File: config.mk
export PLATFORM = sky130hd
export DESIGN_NAME = bmpd_outq
export DESIGN_NICKNAME = d
export VERILOG_FILES = /design/src/sv/bmpd_pkg.sv /design/src/sv/bmpd_outq.sv
export SDC_FILE = /design/constraint.sdc
export NUM_CORES = 1
export LEC_CHECK = 0
export ABC_AREA = 1
export ABC_CLOCK_PERIOD_IN_PS = 9200
export BUFFER_PORTS_ARGS = -buffer_cell sky130_fd_sc_hd__buf_2
export CAP_MARGIN = 20
export CORE_ASPECT_RATIO = 0.5
export CORE_MARGIN = 2
export CORE_UTILIZATION = 50
export DETAILED_ROUTE_END_ITERATION = 12
export PLACE_DENSITY = 0.71
export SETUP_SLACK_MARGIN = 0.2
export SLEW_MARGIN = 10
export SYNTH_ARGS = -nofsm -noshare
export SYNTH_HDL_FRONTEND = slang
export SYNTH_SLANG_ARGS = --single-unit
File: constraint.sdc
create_clock -name clk -period 9.2 [get_ports clk]
set_input_delay 0.46 -clock clk [delete_from_list [all_inputs] [get_ports clk]]
set_output_delay 0.46 -clock clk [all_outputs]
set_load 0.1 [all_outputs]
File: src/sv/bmpd_pkg.sv
`default_nettype none

package bmpd_pkg;

    localparam int MAX_SIDE        = 8192;
    localparam int PALETTE_ENTRIES = 256;
    localparam int PAL_AW          = $clog2(PALETTE_ENTRIES);
    localparam int SIDE_W          = $clog2(MAX_SIDE) + 1;
    localparam int COORD_W         = $clog2(MAX_SIDE);
    localparam int OUTQ_DEPTH      = 4;
    localparam int OUTQ_AW         = $clog2(OUTQ_DEPTH);

    // header byte positions
    localparam logic [31:0] POS_MAGIC0  = 32'd0;
    localparam logic [31:0] POS_MAGIC1  = 32'd1;
    localparam logic [31:0] POS_OFFSET  = 32'd13;
    localparam logic [31:0] POS_HSIZE   = 32'd17;
    localparam logic [31:0] POS_WIDTH   = 32'd21;
    localparam logic [31:0] POS_HEIGHT  = 32'd25;
    localparam logic [31:0] POS_DEPTH   = 32'd29;
    localparam logic [31:0] POS_COMP    = 32'd33;
    localparam logic [31:0] POS_COLORS  = 32'd49;
    localparam logic [31:0] INFO_END    = 32'd54;
    localparam logic [31:0] FILE_HDR    = 32'd14;
    localparam logic [31:0] MIN_HSIZE   = 32'd40;

    localparam logic [7:0] MAGIC_B = 8'h42;
    localparam logic [7:0] MAGIC_M = 8'h4D;

    localparam logic [5:0] DEPTH_8  = 6'd8;
    localparam logic [5:0] DEPTH_24 = 6'd24;
    localparam logic [5:0] DEPTH_32 = 6'd32;

    // fault mask bits
    localparam int F_MAGIC = 0;
    localparam int F_DIMS  = 1;
    localparam int F_COMP  = 2;
    localparam int F_DEPTH = 3;

    localparam logic [3:0] ST_OK      = 4'd0;
    localparam logic [3:0] ST_SHORT   = 4'd1;
    localparam logic [3:0] ST_MAGIC   = 4'd2;
    localparam logic [3:0] ST_HSIZE   = 4'd3;
    localparam logic [3:0] ST_DIMS    = 4'd4;
    localparam logic [3:0] ST_COMP    = 4'd5;
    localparam logic [3:0] ST_DEPTH   = 4'd6;
    localparam logic [3:0] ST_PALCUT  = 4'd7;
    localparam logic [3:0] ST_PIXCUT  = 4'd8;
    localparam logic [3:0] ST_OFFSET  = 4'd9;

    localparam logic KIND_PIXEL  = 1'b0;
    localparam logic KIND_STATUS = 1'b1;

    typedef struct packed {
        logic [7:0] file_byte;
        logic       end_of_file;
    } in_word_t;

    typedef struct packed {
        logic               result_kind;
        logic [7:0]         red;
        logic [7:0]         green;
        logic [7:0]         blue;
        logic [COORD_W-1:0] column;
        logic [COORD_W-1:0] row;
        logic [3:0]         status;
        logic [SIDE_W-1:0]  image_width;
        logic [SIDE_W-1:0]  image_height;
        logic               last;
    } out_word_t;

    // work handed from the parser stage to result assembly
    typedef struct packed {
        logic               pix_valid;
        logic               pal_mode;
        logic               idx_ok;
        logic [7:0]         red;
        logic [7:0]         green;
        logic [7:0]         blue;
        logic [COORD_W-1:0] column;
        logic [COORD_W-1:0] row;
        logic               sts_valid;
        logic [3:0]         status;
        logic [SIDE_W-1:0]  width;
        logic [SIDE_W-1:0]  height;
    } stage_t;

endpackage

`default_nettype wire

File: src/sv/bmpd_outq.sv
`default_nettype none

module bmpd_outq (
    input  wire logic                clk,
    input  wire logic                rst_n,
    input  wire logic                wr_a_valid,
    input  bmpd_pkg::out_word_t      wr_a,
    input  wire logic                wr_b_valid,
    input  bmpd_pkg::out_word_t      wr_b,
    output logic                     rd_valid,
    output bmpd_pkg::out_word_t      rd_word,
    input  wire logic                rd_stall,
    output logic [bmpd_pkg::OUTQ_AW:0] fill
);

    localparam int AW = bmpd_pkg::OUTQ_AW;

    bmpd_pkg::out_word_t ent_reg [bmpd_pkg::OUTQ_DEPTH];
    logic [AW-1:0] head_reg, head_next;
    logic [AW:0]   count_reg, count_next;
    logic [AW-1:0] tail_a, tail_b;
    logic          pop;

    assign rd_valid = count_reg != '0;
    assign rd_word  = ent_reg[head_reg];
    assign fill     = count_reg;
    assign pop      = rd_valid && !rd_stall;
    assign tail_a   = head_reg + count_reg[AW-1:0];
    assign tail_b   = tail_a + AW'(wr_a_valid);

    always_comb
    begin
        head_next  = head_reg + AW'(pop);
        count_next = count_reg + (AW+1)'(wr_a_valid) + (AW+1)'(wr_b_valid) - (AW+1)'(pop);
    end

    always_ff @(posedge clk)
    begin
        if (wr_a_valid)
        begin
            ent_reg[tail_a] <= wr_a;
        end
        if (wr_b_valid)
        begin
            ent_reg[tail_b] <= wr_b;
        end
    end

    always_ff @(posedge clk or negedge rst_n)
    begin
        if (!rst_n)
        begin
            head_reg  <= '0;
            count_reg <= '0;
        end
        else
        begin
            head_reg  <= head_next;
            count_reg <= count_next;
        end
    end

endmodule

`default_nettype wire

==> impl_metrics.py, run 1 <==
metrics = {
    "run_status": {
        "outcome": "completed",
    },
    "drt": {
        "wire_per_inst_um": 21.2,
        "drc": 0,
        "drt-pass1-iter-count": 6,
        "drt-initial-drc-count": 1893,
        "via_per_inst": 6.13,
        "postRouteAntennaNets": 0,
        "vias": 16300,
        "finalWirelength_mm": 56.3,
    },
    "global_routing": {
        "grt_pass1_vias": 15300,
        "grt_usage_pct": 28.7,
        "grt_pass1_wl_mm": 86.1,
        "grt_max_degree": 97,
        "antenna_found_initial": 12,
        "grt_overflow": 0,
    },
    "cts": {
        "cts.clk_slew.worst_paths_ps": 60,
        "clock_latency_ps": 530,
        "htree_levels": 2,
        "cts.sinks": 341,
        "clock_path_buffers": 3,
        "postCtsSetupBuffers": 0,
        "cts_tree": "done",
        "cts_buffers": 35,
        "cts_root_buffer": "clkbuf_16",
    },
    "setup_path": {
        "slowest_delay_ps": 910,
        "critPathMaxFanout": 94,
        "crit_slowest_cell": "dfrtp_2",
        "path_delay_family": "buffers and inverters",
        "worst_setup_path_end_kind": "flop",
        "arrival_ps": 5230,
        "critPathKind": "reg -> reg",
        "worstPathCellList": "buf_4 -> nand2_1 -> nand3_1 -> nand2_2 -> nand2_8 -> buf_4 -> nand3_4 -> o21ai_4 -> buf_4",
        "path_buf_inv": 3,
        "critPathRequiredTime_ps": 9350,
        "cp-start-kind": "flop",
        "path_common_cell": "buf_4",
    },
    "timing": {
        "finalMaxSlewViolations": 0,
        "fmax_ghz": 0.197,
        "fin_setup_tns_ps": 0,
        "tightest_slew_ps": 1170,
        "fin_crit_sh_pct": 55.2,
        "rsz0062_at_grt": "false",
        "max-slew-margin-rel_pct": 21.7,
        "fin_crit_ps": 5070,
        "hold_viol": 0,
        "setup_viol": 0,
        "finClkSkew_ps": 15.7,
    },
    "logic_synthesis": {
        "syn_area_per_cell_sq_um": 9.01,
        "ys_ff_latch": 341,
        "synthCells": 2013,
        "ys_seq_area_share_pct": 56.3,
        "ys_warn_count": 0,
        "netlist-cell-type-count": 24,
        "synth_fp_nets": 2192,
        "syn-cell-area_sq_um": 18100,
    },
    "die": {
        "die_h_um": 139,
        "ios": 261,
        "start_util_pct": 50.6,
        "placementRows": 49,
        "core_area_sq_um": 35800,
        "die_w_um": 273,
        "dieArea_sq_um": 37900,
    },
    "place": {
        "placed_cells": 2585,
        "portBuffers": 260,
        "dp_hpwl_mm": 29.9,
        "gp_routability_congestion": 0.802,
        "place_area_sq_um": 19400,
    },
    "cells_and_area": {
        "layout-drive-gt1-share_pct": 16.1,
        "layout_common_cells": "nand2_1 (678), nand4_1 (336), edfxtp_1 (336)",
        "final_common_cell": "nand2_1",
        "finalNonFillerCells": 2656,
        "largest_reg_flops": 336,
        "fin_nets": 2318,
        "syn_to_final_growth_pct": 13.1,
        "design_area_sq_um": 20500,
        "utilization_pct": 57.3,
    },
    "flow_run": {
        "cap_violations": 0,
    },
    "worst_hold_path": {
        "hp-class": "in -> reg",
    },
}
[metal layers]
metal | wire, um | vias up | part of all wire, % | global-route usage, %
met4 | 1780 | 0 | 3.2 | 11.7
met5 | 0 | - | 0 | 0
met2 | 27600 | 900 | 49 | 46.7
met1 | 22100 | 7753 | 39 | 39.1
met3 | 4720 | 120 | 8.4 | 3.96
li1 | - | 7508 | - | -
[what timing repair did]
| action | in CTS | in global routing |
|---|---|---|
| resized for setup | 0 | 0 |
| hold buffers | 1 | 0 |
| hold endpoints to repair | 5 | 0 |
[synth_stat cells (all sizes together)]
master | instances | area, sq um
dfrtp | 5 | 125
nand4 | 336 | 2100
edfxtp | 336 | 10100
xnor2 | 1 | 8.76
o22ai | 84 | 526
o21ai | 172 | 861
ha | 4 | 50.1
nor2 | 169 | 637
xor2 | 2 | 17.5
clkbuf | 77 | 289
nand2 | 682 | 2580
a31oi | 1 | 6.26
buf | 121 | 679
fa | 2 | 40.0
inv | 13 | 48.8
nand3 | 8 | 70.1
[cells by family (layout without fill, tap and decap cells)]
group / Yosys count / count (layout) / share of synthesized area (%)
AND/OR/NAND/NOR: 1195 / 1195 / 29.7
XOR/XNOR: 3 / 3 / 0.145
flip-flops: 341 / 341 / 56.3
other: 0 / 12 / 0
adder cells (fa/ha/maj): 6 / 6 / 0.497
AO/OA/AOI/OAI: 257 / 257 / 7.68
buffers and inverters: 211 / 358 / 5.61
[worst min-delay path, delay by kind of cell]
| kind | cells | cell delay, ps |
|---|---|---|
| buffers and inverters | 1 | 110 |
| and+or+nand+nor | 2 | 100 |
[area by class of cell]
| cell class | count | area, sq um |
|---|---|---|
| flip-flops and latches | 341 | 10200 |
| fillers | 3189 | 15300 |
| well taps | 484 | 606 |
| clock inverters | 11 | 124 |
| repair buffers | 287 | 1510 |
| diodes | 12 | 30.0 |
| clock buffers | 47 | 963 |
| multi-input cells | 1461 | 7010 |
| inverters | 13 | 53.8 |
[through the flow]
step                      hold slack [ps]  setup slack (ps)
after floorplan                       164               966
after global placement                281              4220
after detailed placement              280              4160
after CTS                             225              4170
after global routing                  241              3840
final                                 239              4130
[path summary, 6_finish.rpt]
check / start / endpoint / slack, ps / cells past startpoint
min in group asynchronous: rst_n / head_reg[0] / 330 / 2
setup / recovery: head_reg[1] / ent_reg[3][22] / 4130 / 9
hold / removal: wr_a[30] / ent_reg[3][30] / 240 / 3
setup reg to reg: head_reg[1] / ent_reg[3][22] / 4130 / 9
max in group asynchronous: rst_n / head_reg[0] / 8720 / 2
hold reg to reg: fill[2] / fill[2] / 520 / 1
Power of run 1 is left out: the tool's default activity adds up to more than one toggle a clock period on the data nets, which glitch-free logic cannot reach.
==> run 2, diff against run 1 <==
ABC_AREA = 0   (was 1)
ABC_CLOCK_PERIOD_IN_PS = 4700   (was 9200)
PLACE_DENSITY = 0.72   (was 0.71)
clock period = 4.7 ns   (was 9.2 ns; I/O delays follow)
==> impl_metrics.py, run 2 <==
metrics = {
    "die": {
        "placementRows": 46,
        "die_w_um": 261,
        "start_util_pct": 51.5,
        "die_h_um": 132,
        "ios": 261,
        "core_area_sq_um": 32100,
        "dieArea_sq_um": 34600,
    },
    "timing": {
        "setup_viol": 0,
        "max-slew-margin-rel_pct": 35.5,
        "fin_setup_tns_ps": 0,
        "rsz0062_at_grt": "false",
        "fin_crit_ps": 3320,
        "fmax_ghz": 0.301,
        "hold_viol": 0,
        "finClkSkew_ps": 12.3,
        "finalMaxSlewViolations": 0,
        "tightest_slew_ps": 967,
        "fin_crit_sh_pct": 70.6,
    },
    "cells_and_area": {
        "syn_to_final_growth_pct": 18.1,
        "fin_nets": 1286,
        "layout-drive-gt1-share_pct": 54.6,
        "largest_reg_flops": 336,
        "layout_common_cells": "edfxtp_1 (336), buf_2 (260), mux2_2 (199)",
        "final_common_cell": "edfxtp_1",
    },
    "logic_synthesis": {
        "synth_async_sr_flop_share_pct": 1.47,
        "synth_area_leader_cell": "edfxtp_1",
        "synthCells": 846,
        "yosys_most_used_dff": "edfxtp_1",
        "synth_fp_nets": 1025,
        "syn-cell-area_sq_um": 16500,
        "synth_top_area_share_pct": 61.1,
        "yosys-top-cells-area": "edfxtp_1 (61%), mux2_2 (14%), mux4_2 (11%), mux2_1 (9.3%), buf_4 (0.82%)",
        "ys_warn_count": 0,
        "ys_ff_latch": 341,
        "synth_common_cells": "edfxtp_1 (336), mux2_2 (199), mux2_1 (137), mux4_2 (84), buf_4 (18)",
        "ys_seq_area_share_pct": 61.9,
        "syn_area_per_cell_sq_um": 19.5,
        "netlist-cell-type-count": 28,
        "synth.most_common_cell": "edfxtp_1",
        "synth-edff-count": 336,
    },
    "setup_path": {
        "r2r-start": "head_reg[0]",
        "reg2reg_to": "ent_reg[0][49]",
        "worst_setup_path_end_kind": "flop",
        "critPathMaxFanout": 56,
        "r2r_cells": 6,
        "critPathRequiredTime_ps": 4960,
        "cp-start-kind": "flop",
        "arrival_ps": 3580,
        "crit_start": "head_reg[0]",
        "r2r_slack_ps": 1380,
        "critPathKind": "reg -> reg",
    },
    "global_routing": {
        "grt_pass1_wl_mm": 58.3,
        "grt_pass1_vias": 10000,
        "grt_max_degree": 85,
        "grt_usage_pct": 22.5,
        "antenna_found_initial": 10,
        "grt_overflow": 0,
    },
    "cts": {
        "htree_levels": 2,
        "cts.sinks": 341,
        "postCtsSetupBuffers": 0,
        "cts_root_buffer": "clkbuf_16",
        "clock_path_buffers": 3,
        "clock_latency_ps": 520,
        "cts.clk_slew.worst_paths_ps": 60,
        "cts_tree": "done",
        "cts_buffers": 35,
    },
    "drt": {
        "drc": 0,
        "vias": 9047,
        "drt-initial-drc-count": 497,
        "via_per_inst": 5.76,
        "wire_per_inst_um": 24.4,
        "finalWirelength_mm": 38.4,
        "postRouteAntennaNets": 0,
        "drt-pass1-iter-count": 5,
    },
    "place": {
        "dp_hpwl_mm": 22.6,
        "gp_routability_congestion": 0.756,
        "portBuffers": 260,
    },
    "worst_hold_path": {
        "hp-class": "in -> reg",
        "min_path_cells": 2,
        "hold_start": "wr_b[72]",
        "holdPathEnd": "ent_reg[2][72]",
    },
    "flow_run": {
        "cap_violations": 0,
    },
    "run_status": {
        "outcome": "completed",
    },
}
==> run 2: changes by cell type in the layout (fill, tap and decap cells not counted), moves of 4 or more <==
| cell | before | now |
|---|---|---|
| o22ai_1 | 84 | 0 |
| mux4_2 | 0 | 84 |
| o21ai_0 | 168 | 0 |
| buf_4 | 26 | 11 |
| mux2_1 | 0 | 137 |
| nand2_1 | 678 | 1 |
| diode_2 | 12 | 8 |
| nand4_1 | 336 | 0 |
| inv_1 | 10 | 4 |
| nor2_1 | 168 | 0 |
| nand3_4 | 6 | 1 |
| buf_12 | 0 | 7 |
| mux2_2 | 0 | 199 |
==> run 2: worst max path at each step <==
stage / to
2_1_floorplan: ent_reg[2][0]
3_3_place_gp: ent_reg[0][44]
3_5_place_dp: ent_reg[0][49]
4_1_cts: rd_word[2]
5_1_grt: rd_word[2]
6_report: ent_reg[0][49]
==> run 2: cells by family (layout without fill, tap and decap cells) <==
group / after synthesis / count (layout) / share of synthesized area [%]
AOI/OAI and AO/OA: 3 / 3 / 0.129
xor gates and xnor gates: 7 / 7 / 0.576
adders and majority gates: 6 / 6 / 0.546
buffers and inverters: 59 / 344 / 2.11
DFF: 341 / 341 / 61.9
muxes: 420 / 420 / 34.4
other: 0 / 8 / 0
and+or+nand+nor: 10 / 10 / 0.364
==> run 2: cell type report <==
type,instances,area [sq um]
Inverter,4,15.0
Timing Repair Buffer,279,1530
Multi-Input combinational cell,446,6000
Sequential cell,341,10200
Clock inverter,13,184
Tap cell,432,541
Antenna cell,8,20.0
Fill cell,2352,12600
Clock buffer,48,977
==> run 2: critical path, cell delays in order (launching register included) <==
cell	delay (ps)
dfrtp_4	720
ha_1	380
ha_1	270
xor2_4	240
nand3b_1	200
buf_4	780
mux2_2	420
==> run 2: what timing repair did <==
item                                    in CTS  in global routing
hold endpoints to repair                     5                  0
gates resized for setup                      0                  0
hold buffers                                 1                  0
endpoints found under the setup margin       0                  0
==> run 2: metrics by stage <==
stage	area, sq um	worst slack [ps]	std cells	hold WS, ps	util (%)
after floorplan	16500	379	846	-60.6	-
after detailed placement	18300	1360	1501	62.1	57.1
final	19500	1380	1571	40.7	60.8
after global routing	19500	1210	1571	33.3	60.8
after global placement	18300	1450	1501	59.6	57.1
after CTS	19500	1320	1563	15.6	60.8
==> run 2: layer usage <==
metal / part of all wire [%] / track usage (%)
met1: 39 / 27.9
met2: 53 / 40.0
met3: 4.7 / 3.98
met4: 2.7 / 7.68
met5: 0.070 / 0
Power of run 2 is left out for the same reason.
