### src/sv/bmpd_pkg.sv
`default_nettype none

package bmpd_pkg;

    localparam int MAX_SIDE        = 8192;
    localparam int PALETTE_ENTRIES = 256;
    localparam int PAL_AW          = $clog2(PALETTE_ENTRIES);
    localparam int SIDE_W          = $clog2(MAX_SIDE) + 1;
    localparam int COORD_W         = $clog2(MAX_SIDE);
    localparam int OUTQ_DEPTH      = 4;
    localparam int OUTQ_AW         = $clog2(OUTQ_DEPTH);

    // header byte positions
    localparam logic [31:0] POS_MAGIC0  = 32'd0;
    localparam logic [31:0] POS_MAGIC1  = 32'd1;
    localparam logic [31:0] POS_OFFSET  = 32'd13;
    localparam logic [31:0] POS_HSIZE   = 32'd17;
    localparam logic [31:0] POS_WIDTH   = 32'd21;
    localparam logic [31:0] POS_HEIGHT  = 32'd25;
    localparam logic [31:0] POS_DEPTH   = 32'd29;
    localparam logic [31:0] POS_COMP    = 32'd33;
    localparam logic [31:0] POS_COLORS  = 32'd49;
    localparam logic [31:0] INFO_END    = 32'd54;
    localparam logic [31:0] FILE_HDR    = 32'd14;
    localparam logic [31:0] MIN_HSIZE   = 32'd40;

    localparam logic [7:0] MAGIC_B = 8'h42;
    localparam logic [7:0] MAGIC_M = 8'h4D;

    localparam logic [5:0] DEPTH_8  = 6'd8;
    localparam logic [5:0] DEPTH_24 = 6'd24;
    localparam logic [5:0] DEPTH_32 = 6'd32;

    // fault mask bits
    localparam int F_MAGIC = 0;
    localparam int F_DIMS  = 1;
    localparam int F_COMP  = 2;
    localparam int F_DEPTH = 3;

    localparam logic [3:0] ST_OK      = 4'd0;
    localparam logic [3:0] ST_SHORT   = 4'd1;
    localparam logic [3:0] ST_MAGIC   = 4'd2;
    localparam logic [3:0] ST_HSIZE   = 4'd3;
    localparam logic [3:0] ST_DIMS    = 4'd4;
    localparam logic [3:0] ST_COMP    = 4'd5;
    localparam logic [3:0] ST_DEPTH   = 4'd6;
    localparam logic [3:0] ST_PALCUT  = 4'd7;
    localparam logic [3:0] ST_PIXCUT  = 4'd8;
    localparam logic [3:0] ST_OFFSET  = 4'd9;

    localparam logic KIND_PIXEL  = 1'b0;
    localparam logic KIND_STATUS = 1'b1;

    typedef struct packed {
        logic [7:0] file_byte;
        logic       end_of_file;
    } in_word_t;

    typedef struct packed {
        logic               result_kind;
        logic [7:0]         red;
        logic [7:0]         green;
        logic [7:0]         blue;
        logic [COORD_W-1:0] column;
        logic [COORD_W-1:0] row;
        logic [3:0]         status;
        logic [SIDE_W-1:0]  image_width;
        logic [SIDE_W-1:0]  image_height;
        logic               last;
    } out_word_t;

    // work handed from the parser stage to result assembly
    typedef struct packed {
        logic               pix_valid;
        logic               pal_mode;
        logic               idx_ok;
        logic [7:0]         red;
        logic [7:0]         green;
        logic [7:0]         blue;
        logic [COORD_W-1:0] column;
        logic [COORD_W-1:0] row;
        logic               sts_valid;
        logic [3:0]         status;
        logic [SIDE_W-1:0]  width;
        logic [SIDE_W-1:0]  height;
    } stage_t;

endpackage

`default_nettype wire

### src/sv/bmpd_parse.sv
`default_nettype none

module bmpd_parse (
    input  wire logic              clk,
    input  wire logic              rst_n,
    input  wire logic              accept,
    input  bmpd_pkg::in_word_t     word,
    output logic                   pal_we,
    output logic [bmpd_pkg::PAL_AW-1:0] pal_waddr,
    output logic [23:0]            pal_wdata,
    output logic [bmpd_pkg::PAL_AW-1:0] pal_raddr,
    output bmpd_pkg::stage_t       stage
);

    localparam int SW = bmpd_pkg::SIDE_W;
    localparam int CW = bmpd_pkg::COORD_W;

    logic [31:0]   pos_reg, pos_next;
    logic          ovf_reg, ovf_next;
    logic [31:0]   shift_reg, shift_next;
    logic [31:0]   pstart_reg, pstart_next;
    logic [31:0]   hsize_reg, hsize_next;
    logic [SW-1:0] width_reg, width_next;
    logic [SW-1:0] height_reg, height_next;
    logic          bottom_up_reg, bottom_up_next;
    logic [5:0]    depth_reg, depth_next;
    logic [8:0]    pal_used_reg, pal_used_next;
    logic [15:0]   partial_reg, partial_next;
    logic [14:0]   bir_reg, bir_next;
    logic [CW-1:0] col_reg, col_next;
    logic [SW-1:0] rowc_reg, rowc_next;
    logic [3:0]    faults_reg, faults_next;
    logic [1:0]    lane_reg, lane_next;
    bmpd_pkg::stage_t stage_reg, stage_next;

    // figures derived from the header, refreshed every cycle
    logic [15:0] stride_reg, rowbytes_reg;
    logic [29:0] span_reg;
    logic [32:0] pend_reg;
    logic [32:0] hend_reg;
    logic [33:0] floor_reg;
    logic        start_ok_reg, hs_ok_reg;

    logic [18:0] bits_w;
    logic [16:0] rowbytes_w;
    logic [7:0]  b;
    logic [31:0] sh;
    logic [31:0] mag;
    logic [15:0] bc;
    logic        pal_win, pix_go;
    logic [9:0]  k;
    logic [2:0]  bpp;
    logic [SW-1:0] row_w;
    logic [15:0] bir_inc;
    logic [32:0] size;
    logic [3:0]  st;

    assign pal_raddr = word.file_byte;
    assign stage     = stage_reg;

    always_comb
    begin
        unique case (depth_reg)
            bmpd_pkg::DEPTH_8:  bits_w = {2'b0, width_reg, 3'b0};
            bmpd_pkg::DEPTH_24: bits_w = {1'b0, width_reg, 4'b0} + {2'b0, width_reg, 3'b0};
            bmpd_pkg::DEPTH_32: bits_w = {width_reg, 5'b0};
            default:            bits_w = '0;
        endcase
        rowbytes_w = {3'b0, width_reg} * {14'b0, depth_reg[5:3]};
    end

    always_ff @(posedge clk or negedge rst_n)
    begin
        if (!rst_n)
        begin
            stride_reg   <= '0;
            rowbytes_reg <= '0;
            span_reg     <= '0;
            pend_reg     <= '0;
            hend_reg     <= '0;
            floor_reg    <= '0;
            start_ok_reg <= 1'b0;
            hs_ok_reg    <= 1'b0;
        end
        else
        begin
            stride_reg   <= 16'((({1'b0, bits_w} + 20'd31) >> 5) << 2);
            rowbytes_reg <= rowbytes_w[15:0];
            span_reg     <= {14'b0, stride_reg} * {16'b0, height_reg};
            pend_reg     <= {1'b0, pstart_reg} + {3'b0, span_reg};
            hend_reg     <= {1'b0, hsize_reg} + {1'b0, bmpd_pkg::FILE_HDR};
            floor_reg    <= {1'b0, hend_reg}
                          + ((depth_reg == bmpd_pkg::DEPTH_8) ? {23'b0, pal_used_reg, 2'b0}
                                                              : 34'd0);
            start_ok_reg <= {2'b0, pstart_reg} >= floor_reg;
            hs_ok_reg    <= hsize_reg >= bmpd_pkg::MIN_HSIZE;
        end
    end

    always_comb
    begin
        b   = word.file_byte;
        sh  = {b, shift_reg[31:8]};
        mag = sh[31] ? (32'd0 - sh) : sh;
        bc  = sh[31:16];
        bpp = depth_reg[5:3];
        k   = pos_reg[9:0] - hend_reg[9:0];
        row_w   = bottom_up_reg ? (height_reg - SW'(1) - rowc_reg) : rowc_reg;
        bir_inc = {1'b0, bir_reg} + 16'd1;

        pos_next       = pos_reg;
        ovf_next       = ovf_reg;
        shift_next     = shift_reg;
        pstart_next    = pstart_reg;
        hsize_next     = hsize_reg;
        width_next     = width_reg;
        height_next    = height_reg;
        bottom_up_next = bottom_up_reg;
        depth_next     = depth_reg;
        pal_used_next  = pal_used_reg;
        partial_next   = partial_reg;
        bir_next       = bir_reg;
        col_next       = col_reg;
        rowc_next      = rowc_reg;
        faults_next    = faults_reg;
        lane_next      = lane_reg;

        pal_we    = 1'b0;
        pal_waddr = k[9:2];
        pal_wdata = {b, partial_reg};

        stage_next        = '0;
        stage_next.column = col_reg;
        stage_next.row    = row_w[CW-1:0];

        pal_win = (pos_reg >= bmpd_pkg::INFO_END) && (depth_reg == bmpd_pkg::DEPTH_8)
               && ({1'b0, pos_reg} >= hend_reg) && ({2'b0, pos_reg} < floor_reg);
        pix_go  = (pos_reg >= bmpd_pkg::INFO_END) && (faults_reg == '0) && hs_ok_reg
               && (depth_reg != '0) && (pos_reg >= pstart_reg) && start_ok_reg
               && (rowc_reg < height_reg);

        size = ovf_reg ? 33'h1_0000_0000 : ({1'b0, pos_reg} + 33'd1);
        if (size < {1'b0, bmpd_pkg::INFO_END})
            st = bmpd_pkg::ST_SHORT;
        else if (faults_reg[bmpd_pkg::F_MAGIC])
            st = bmpd_pkg::ST_MAGIC;
        else if (!hs_ok_reg || (hend_reg > size))
            st = bmpd_pkg::ST_HSIZE;
        else if (faults_reg[bmpd_pkg::F_DIMS])
            st = bmpd_pkg::ST_DIMS;
        else if (faults_reg[bmpd_pkg::F_COMP])
            st = bmpd_pkg::ST_COMP;
        else if (faults_reg[bmpd_pkg::F_DEPTH])
            st = bmpd_pkg::ST_DEPTH;
        else if ((depth_reg == bmpd_pkg::DEPTH_8) && (floor_reg > {1'b0, size}))
            st = bmpd_pkg::ST_PALCUT;
        else if (!start_ok_reg)
            st = bmpd_pkg::ST_OFFSET;
        else if (({1'b0, pstart_reg} >= size) || (pend_reg > size))
            st = bmpd_pkg::ST_PIXCUT;
        else
            st = bmpd_pkg::ST_OK;

        if (accept && !ovf_reg)
        begin
            shift_next = sh;
            unique case (pos_reg)
                bmpd_pkg::POS_MAGIC0:
                    if (b != bmpd_pkg::MAGIC_B) faults_next[bmpd_pkg::F_MAGIC] = 1'b1;
                bmpd_pkg::POS_MAGIC1:
                    if (b != bmpd_pkg::MAGIC_M) faults_next[bmpd_pkg::F_MAGIC] = 1'b1;
                bmpd_pkg::POS_OFFSET: pstart_next = sh;
                bmpd_pkg::POS_HSIZE:  hsize_next = sh;
                bmpd_pkg::POS_WIDTH:
                    if (sh >= 32'd1 && sh <= 32'(bmpd_pkg::MAX_SIDE)) width_next = sh[SW-1:0];
                    else faults_next[bmpd_pkg::F_DIMS] = 1'b1;
                bmpd_pkg::POS_HEIGHT:
                begin
                    bottom_up_next = !sh[31] && (sh != '0);
                    if (mag >= 32'd1 && mag <= 32'(bmpd_pkg::MAX_SIDE))
                        height_next = mag[SW-1:0];
                    else
                        faults_next[bmpd_pkg::F_DIMS] = 1'b1;
                end
                bmpd_pkg::POS_DEPTH:
                    if (bc == 16'd8 || bc == 16'd24 || bc == 16'd32) depth_next = bc[5:0];
                    else faults_next[bmpd_pkg::F_DEPTH] = 1'b1;
                bmpd_pkg::POS_COMP:
                    if (sh != '0) faults_next[bmpd_pkg::F_COMP] = 1'b1;
                bmpd_pkg::POS_COLORS:
                    pal_used_next = (sh == '0 || sh > 32'(bmpd_pkg::PALETTE_ENTRIES))
                                  ? 9'(bmpd_pkg::PALETTE_ENTRIES) : sh[8:0];
                default: ;
            endcase

            // palette entries arrive as B, G, R, A
            if (pal_win)
            begin
                case (k[1:0])
                    2'd0: partial_next = {8'b0, b};
                    2'd1: partial_next = {b, partial_reg[7:0]};
                    2'd2: pal_we = 1'b1;
                    default: ;
                endcase
            end

            if (pix_go)
            begin
                if ({1'b0, bir_reg} < rowbytes_reg)
                begin
                    if (depth_reg == bmpd_pkg::DEPTH_8)
                    begin
                        stage_next.pix_valid = 1'b1;
                        stage_next.pal_mode  = 1'b1;
                        stage_next.idx_ok    = {1'b0, b} < pal_used_reg;
                        col_next             = col_reg + CW'(1);
                    end
                    else
                    begin
                        case (lane_reg)
                            2'd0: partial_next = {8'b0, b};
                            2'd1: partial_next = {b, partial_reg[7:0]};
                            2'd2:
                            begin
                                stage_next.pix_valid = 1'b1;
                                stage_next.red       = b;
                                stage_next.green     = partial_reg[15:8];
                                stage_next.blue      = partial_reg[7:0];
                            end
                            default: ;
                        endcase
                        if ({1'b0, lane_reg} + 3'd1 >= bpp)
                        begin
                            lane_next = '0;
                            col_next  = col_reg + CW'(1);
                        end
                        else
                        begin
                            lane_next = lane_reg + 2'd1;
                        end
                    end
                end
                // drop row padding, advance to the next row at the stride
                if (bir_inc >= stride_reg)
                begin
                    bir_next  = '0;
                    col_next  = '0;
                    lane_next = '0;
                    rowc_next = rowc_reg + SW'(1);
                end
                else
                begin
                    bir_next = bir_inc[14:0];
                end
            end

            if (pos_reg == 32'hFFFF_FFFF) ovf_next = 1'b1;
            else pos_next = pos_reg + 32'd1;
        end

        if (accept && word.end_of_file)
        begin
            stage_next.sts_valid = 1'b1;
            stage_next.status    = st;
            stage_next.width     = (st == bmpd_pkg::ST_OK) ? width_reg : '0;
            stage_next.height    = (st == bmpd_pkg::ST_OK) ? height_reg : '0;
            pos_next       = '0;
            ovf_next       = 1'b0;
            shift_next     = '0;
            pstart_next    = '0;
            hsize_next     = '0;
            width_next     = '0;
            height_next    = '0;
            bottom_up_next = 1'b0;
            depth_next     = '0;
            pal_used_next  = '0;
            partial_next   = '0;
            bir_next       = '0;
            col_next       = '0;
            rowc_next      = '0;
            faults_next    = '0;
            lane_next      = '0;
        end
    end

    always_ff @(posedge clk or negedge rst_n)
    begin
        if (!rst_n)
        begin
            pos_reg       <= '0;
            ovf_reg       <= 1'b0;
            shift_reg     <= '0;
            pstart_reg    <= '0;
            hsize_reg     <= '0;
            width_reg     <= '0;
            height_reg    <= '0;
            bottom_up_reg <= 1'b0;
            depth_reg     <= '0;
            pal_used_reg  <= '0;
            partial_reg   <= '0;
            bir_reg       <= '0;
            col_reg       <= '0;
            rowc_reg      <= '0;
            faults_reg    <= '0;
            lane_reg      <= '0;
            stage_reg     <= '0;
        end
        else
        begin
            pos_reg       <= pos_next;
            ovf_reg       <= ovf_next;
            shift_reg     <= shift_next;
            pstart_reg    <= pstart_next;
            hsize_reg     <= hsize_next;
            width_reg     <= width_next;
            height_reg    <= height_next;
            bottom_up_reg <= bottom_up_next;
            depth_reg     <= depth_next;
            pal_used_reg  <= pal_used_next;
            partial_reg   <= partial_next;
            bir_reg       <= bir_next;
            col_reg       <= col_next;
            rowc_reg      <= rowc_next;
            faults_reg    <= faults_next;
            lane_reg      <= lane_next;
            stage_reg     <= stage_next;
        end
    end

endmodule

`default_nettype wire

### config.mk
export PLATFORM = sky130hd
export DESIGN_NAME = bmpd_parse
export DESIGN_NICKNAME = d
export VERILOG_FILES = /design/src/sv/bmpd_pkg.sv /design/src/sv/bmpd_parse.sv
export SDC_FILE = /design/constraint.sdc
export NUM_CORES = 2
export LEC_CHECK = 0
export BUFFER_PORTS_ARGS = -buffer_cell sky130_fd_sc_hd__buf_2
export CELL_PAD_IN_SITES_DETAIL_PLACEMENT = 1
export CELL_PAD_IN_SITES_GLOBAL_PLACEMENT = 2
export CORE_MARGIN = 8
export CORE_UTILIZATION = 40
export CTS_CLUSTER_DIAMETER = 60
export CTS_CLUSTER_SIZE = 24
export DETAILED_ROUTE_END_ITERATION = 10
export PLACE_DENSITY = 0.91
export SYNTH_ARGS = -nofsm -noshare
export SYNTH_HDL_FRONTEND = slang
export SYNTH_SLANG_ARGS = --single-unit
### constraint.sdc
create_clock -name clk -period 6.7 [get_ports clk]
set_clock_uncertainty 0.15 [all_clocks]
set_input_delay 0.335 -clock clk [delete_from_list [all_inputs] [get_ports clk]]
set_output_delay 0.335 -clock clk [all_outputs]
set_load 0.005 [all_outputs]
==> impl_metrics.yaml <==
outcome:
  outcome: "complete, no violations"
clocking:
  path_clk_slew_ns: 0.07
  insertion_delay_ns: 0.67
  cts_htree_levels: 2
  cts_buffer_depth: 3
  cts.sinks: 475
  tritoncts: "done"
  root_buffer: "clkbuf_16"
  numCtsBuffers: 50
  cts_setup_buffers: 0
global_routing:
  grt_usage: 0.251
  grt_overflow: 0
  antenna_found_initial: 4
  grt_max_degree: 160
  grt_pass1_wl_um: 209000
  grt_pass1_vias: 34496
drt:
  drt_iter0_markers: 2499
  vias: 32603
  firstDrtPassIters: 5
  routed_via_density: 5.75
  drc: 0
  ant_nets: 0
  totalWireLength_um: 136000
  wire_per_inst_um: 24.0
yosys:
  synth-simple-area-share: 0.179
  ys_types: 86
  synth.avg_cell_area_sq_um: 9.01
  synth-edff-count: 0
  synth_warnings: 0
  yosysMostFrequentCell: "ha_1"
  synth-xor-area-share: 0.0476
  synth_compound_area_frac: 0.149
  synth_top_family_by_area: "adder cells"
  synth.ff_latch_count: 475
  synth_cells: 4249
  synth_common_cells: "ha_1, nand2_1, dfrtp_1, inv_1, nor2_1"
  syn-cell-area_sq_um: 38300
  muxShareOfSynthArea: 0.00817
  synth_fp_nets: 4916
  ys_seq_area_frac: 0.310
  yosys.area.top_type: "dfrtp_1"
  synthArstFlopShare: 1.00
  synth_top_area_frac: 0.310
  ys.flop_type: "dfrtp_1"
  ys_top_cells_by_area: "dfrtp_1, ha_1, fa_1, nand2_1, inv_1"
  synthAdderAreaFrac: 0.245
critical_path:
  crit_type: "reg -> reg"
  critical_path_arrival_ns: 6.87
  cp.required_ns: 7.14
  cp_max_fo: 9
  end_kind: "register"
  crit_path_start_kind: "register"
cells_and_area:
  fillCellCount: 11101
  finalNetCount: 5026
  syn2layout_area_growth_pct: 11.0
  largest_reg_flops: 86
  final_cells: 5668
  drive_above_1_share: 0.0955
power:
  p_per_area_nw_per_um2: 151
  irDropWorstVdd_v: 0.000161
  leakage_nw: 21.3
placement:
  port-buffer-count: 138
  dp.cells: 5563
  gp_congestion: 0.926
  dp_hpwl_um: 105000
floorplan:
  die_x_um: 325
  die-area_sq_um: 106000
  core_region_area_sq_um: 95000
  initial_utilization: 0.403
  num_rows: 113
  dieHeight_um: 325
  io_pins: 139
sta:
  drv_slew: 0
  rsz0062_at_grt: "false"
  clock.fmax_mhz: 156
  post-route-min-period_ns: 6.43
  period_share: 0.960
  finalSetupTns_ns: 0
  slew_headroom: 0.151
  hold_viol_final: 0
  finalSetupViolCount: 0
  max_slew.worst_pin.slew_ns: 1.27
worst_hold_path:
  hold_class: "in -> reg"
run:
  max-cap-violations: 0
## stage by stage
step                utilization  hold WS, ns  setup WS, ns  area, sq um  power (mW)
global route              0.447       0.0212       0.00298        42500        6.62
floorplan                     -       -0.111         0.568        38300        3.20
finish                    0.447       0.0507         0.270        42500        6.42
global placement          0.427        0.111         0.320        40600        3.40
CTS                       0.447      0.00291         0.202        42500        6.48
detailed placement        0.427        0.113         0.254        40600        3.42
## worst max-delay path, stage by stage, from the launching register on
cell and delay (ns):
dfrtp_1 0.58, buf_4 0.24, nand2_1 0.08, fa_1 0.47, fa_1 0.51, inv_1 0.05, fa_1 0.48, inv_1 0.06
fa_1 0.54, inv_1 0.07, fa_1 0.52, fa_1 0.51, ha_1 0.37, a21o_1 0.18, a21o_1 0.18, nand2_1 0.10
a31oi_1 0.16, a221o_1 0.39, o31ai_2 0.23, nand2b_1 0.09, a21oi_1 0.25, xnor2_1 0.16
## cells by family (layout without fill, tap and decap cells)
group | after synthesis | count (layout)
adder cells (fa/ha/maj) | 655 | 655
AND/OR/NAND/NOR | 1394 | 1394
AO/OA/AOI/OAI | 889 | 889
buffers and inverters | 598 | 748
XOR/XNOR | 208 | 208
flip-flops | 475 | 475
multiplexers | 30 | 30
other | 0 | 4
## layout by cell type (no fill, tap or decap), drive strengths merged, types with 16 or more instances in the layout
| master | count |
|---|---|
| a31oi | 20 |
| and2 | 98 |
| a22o | 22 |
| o211ai | 19 |
| o21ai | 175 |
| clkbuf | 55 |
| or3 | 35 |
| mux2i | 23 |
| o21a | 31 |
| o21bai | 19 |
| nand4 | 98 |
| a21oi | 267 |
| ha | 496 |
| nor2b | 45 |
| nand3 | 81 |
| nand2 | 489 |
| fa | 159 |
| xor2 | 42 |
| xnor2 | 166 |
| a211oi | 28 |
| dfrtp | 475 |
| buf | 235 |
| clkinv | 20 |
| a22oi | 16 |
| and3 | 39 |
| a21o | 146 |
| nand2b | 34 |
| nor4 | 39 |
| or2 | 27 |
| inv | 426 |
| nor3 | 55 |
| nor2 | 300 |
| o31ai | 32 |
## where the power goes
group / switching [mW] / internal [mW]
clock: 1.49 / 1.56
combinational: 0.312 / 0.126
sequential: 0.0563 / 2.88
total: 1.86 / 4.57
## routing by layer
layer  GRT usage  up-vias  share of wire
met5           0        -       0.000096
met4       0.114        2          0.052
met3      0.0354      288          0.054
met2       0.414      934           0.47
met1       0.325    16540           0.43
li1            -    14839              -
## area by class of cell
class / count / area (sq um) / share of cell area
multi-input cells: 3176 / 24100 / 0.567
flip-flops and latches: 475 / 11900 / 0.280
well taps: 1265 / 1580 / 0.0372
repair buffers: 244 / 1570 / 0.0369
inverters: 412 / 1550 / 0.0365
clock buffers: 55 / 1310 / 0.0309
clock inverters: 37 / 495 / 0.0117
diodes: 4 / 10.0 / 0.000236
## worst paths after layout
| check | from | end | slack (ns) | depth (start not counted) |
|---|---|---|---|---|
| worst max-delay path | height_reg[5] | span_reg[29] | 0.27 | 21 |
| worst min-delay path | word[1] | hsize_reg[24] | 0.05 | 3 |
| worst max register to register | height_reg[5] | span_reg[29] | 0.27 | 21 |
| worst min register to register | hsize_reg[0] | hend_reg[0] | 0.23 | 0 |
| max in group asynchronous | rst_n | height_reg[4] | 4.56 | 4 |
| min in group asynchronous | rst_n | stage[72] | 0.55 | 3 |
## repair_timing
item,4_1_cts,5_1_grt
endpoints found under the setup margin,0,2
hold endpoints to repair,112,0
resized for setup,0,6
hold buffers,9,0
(Power assumes the default switching activity.)
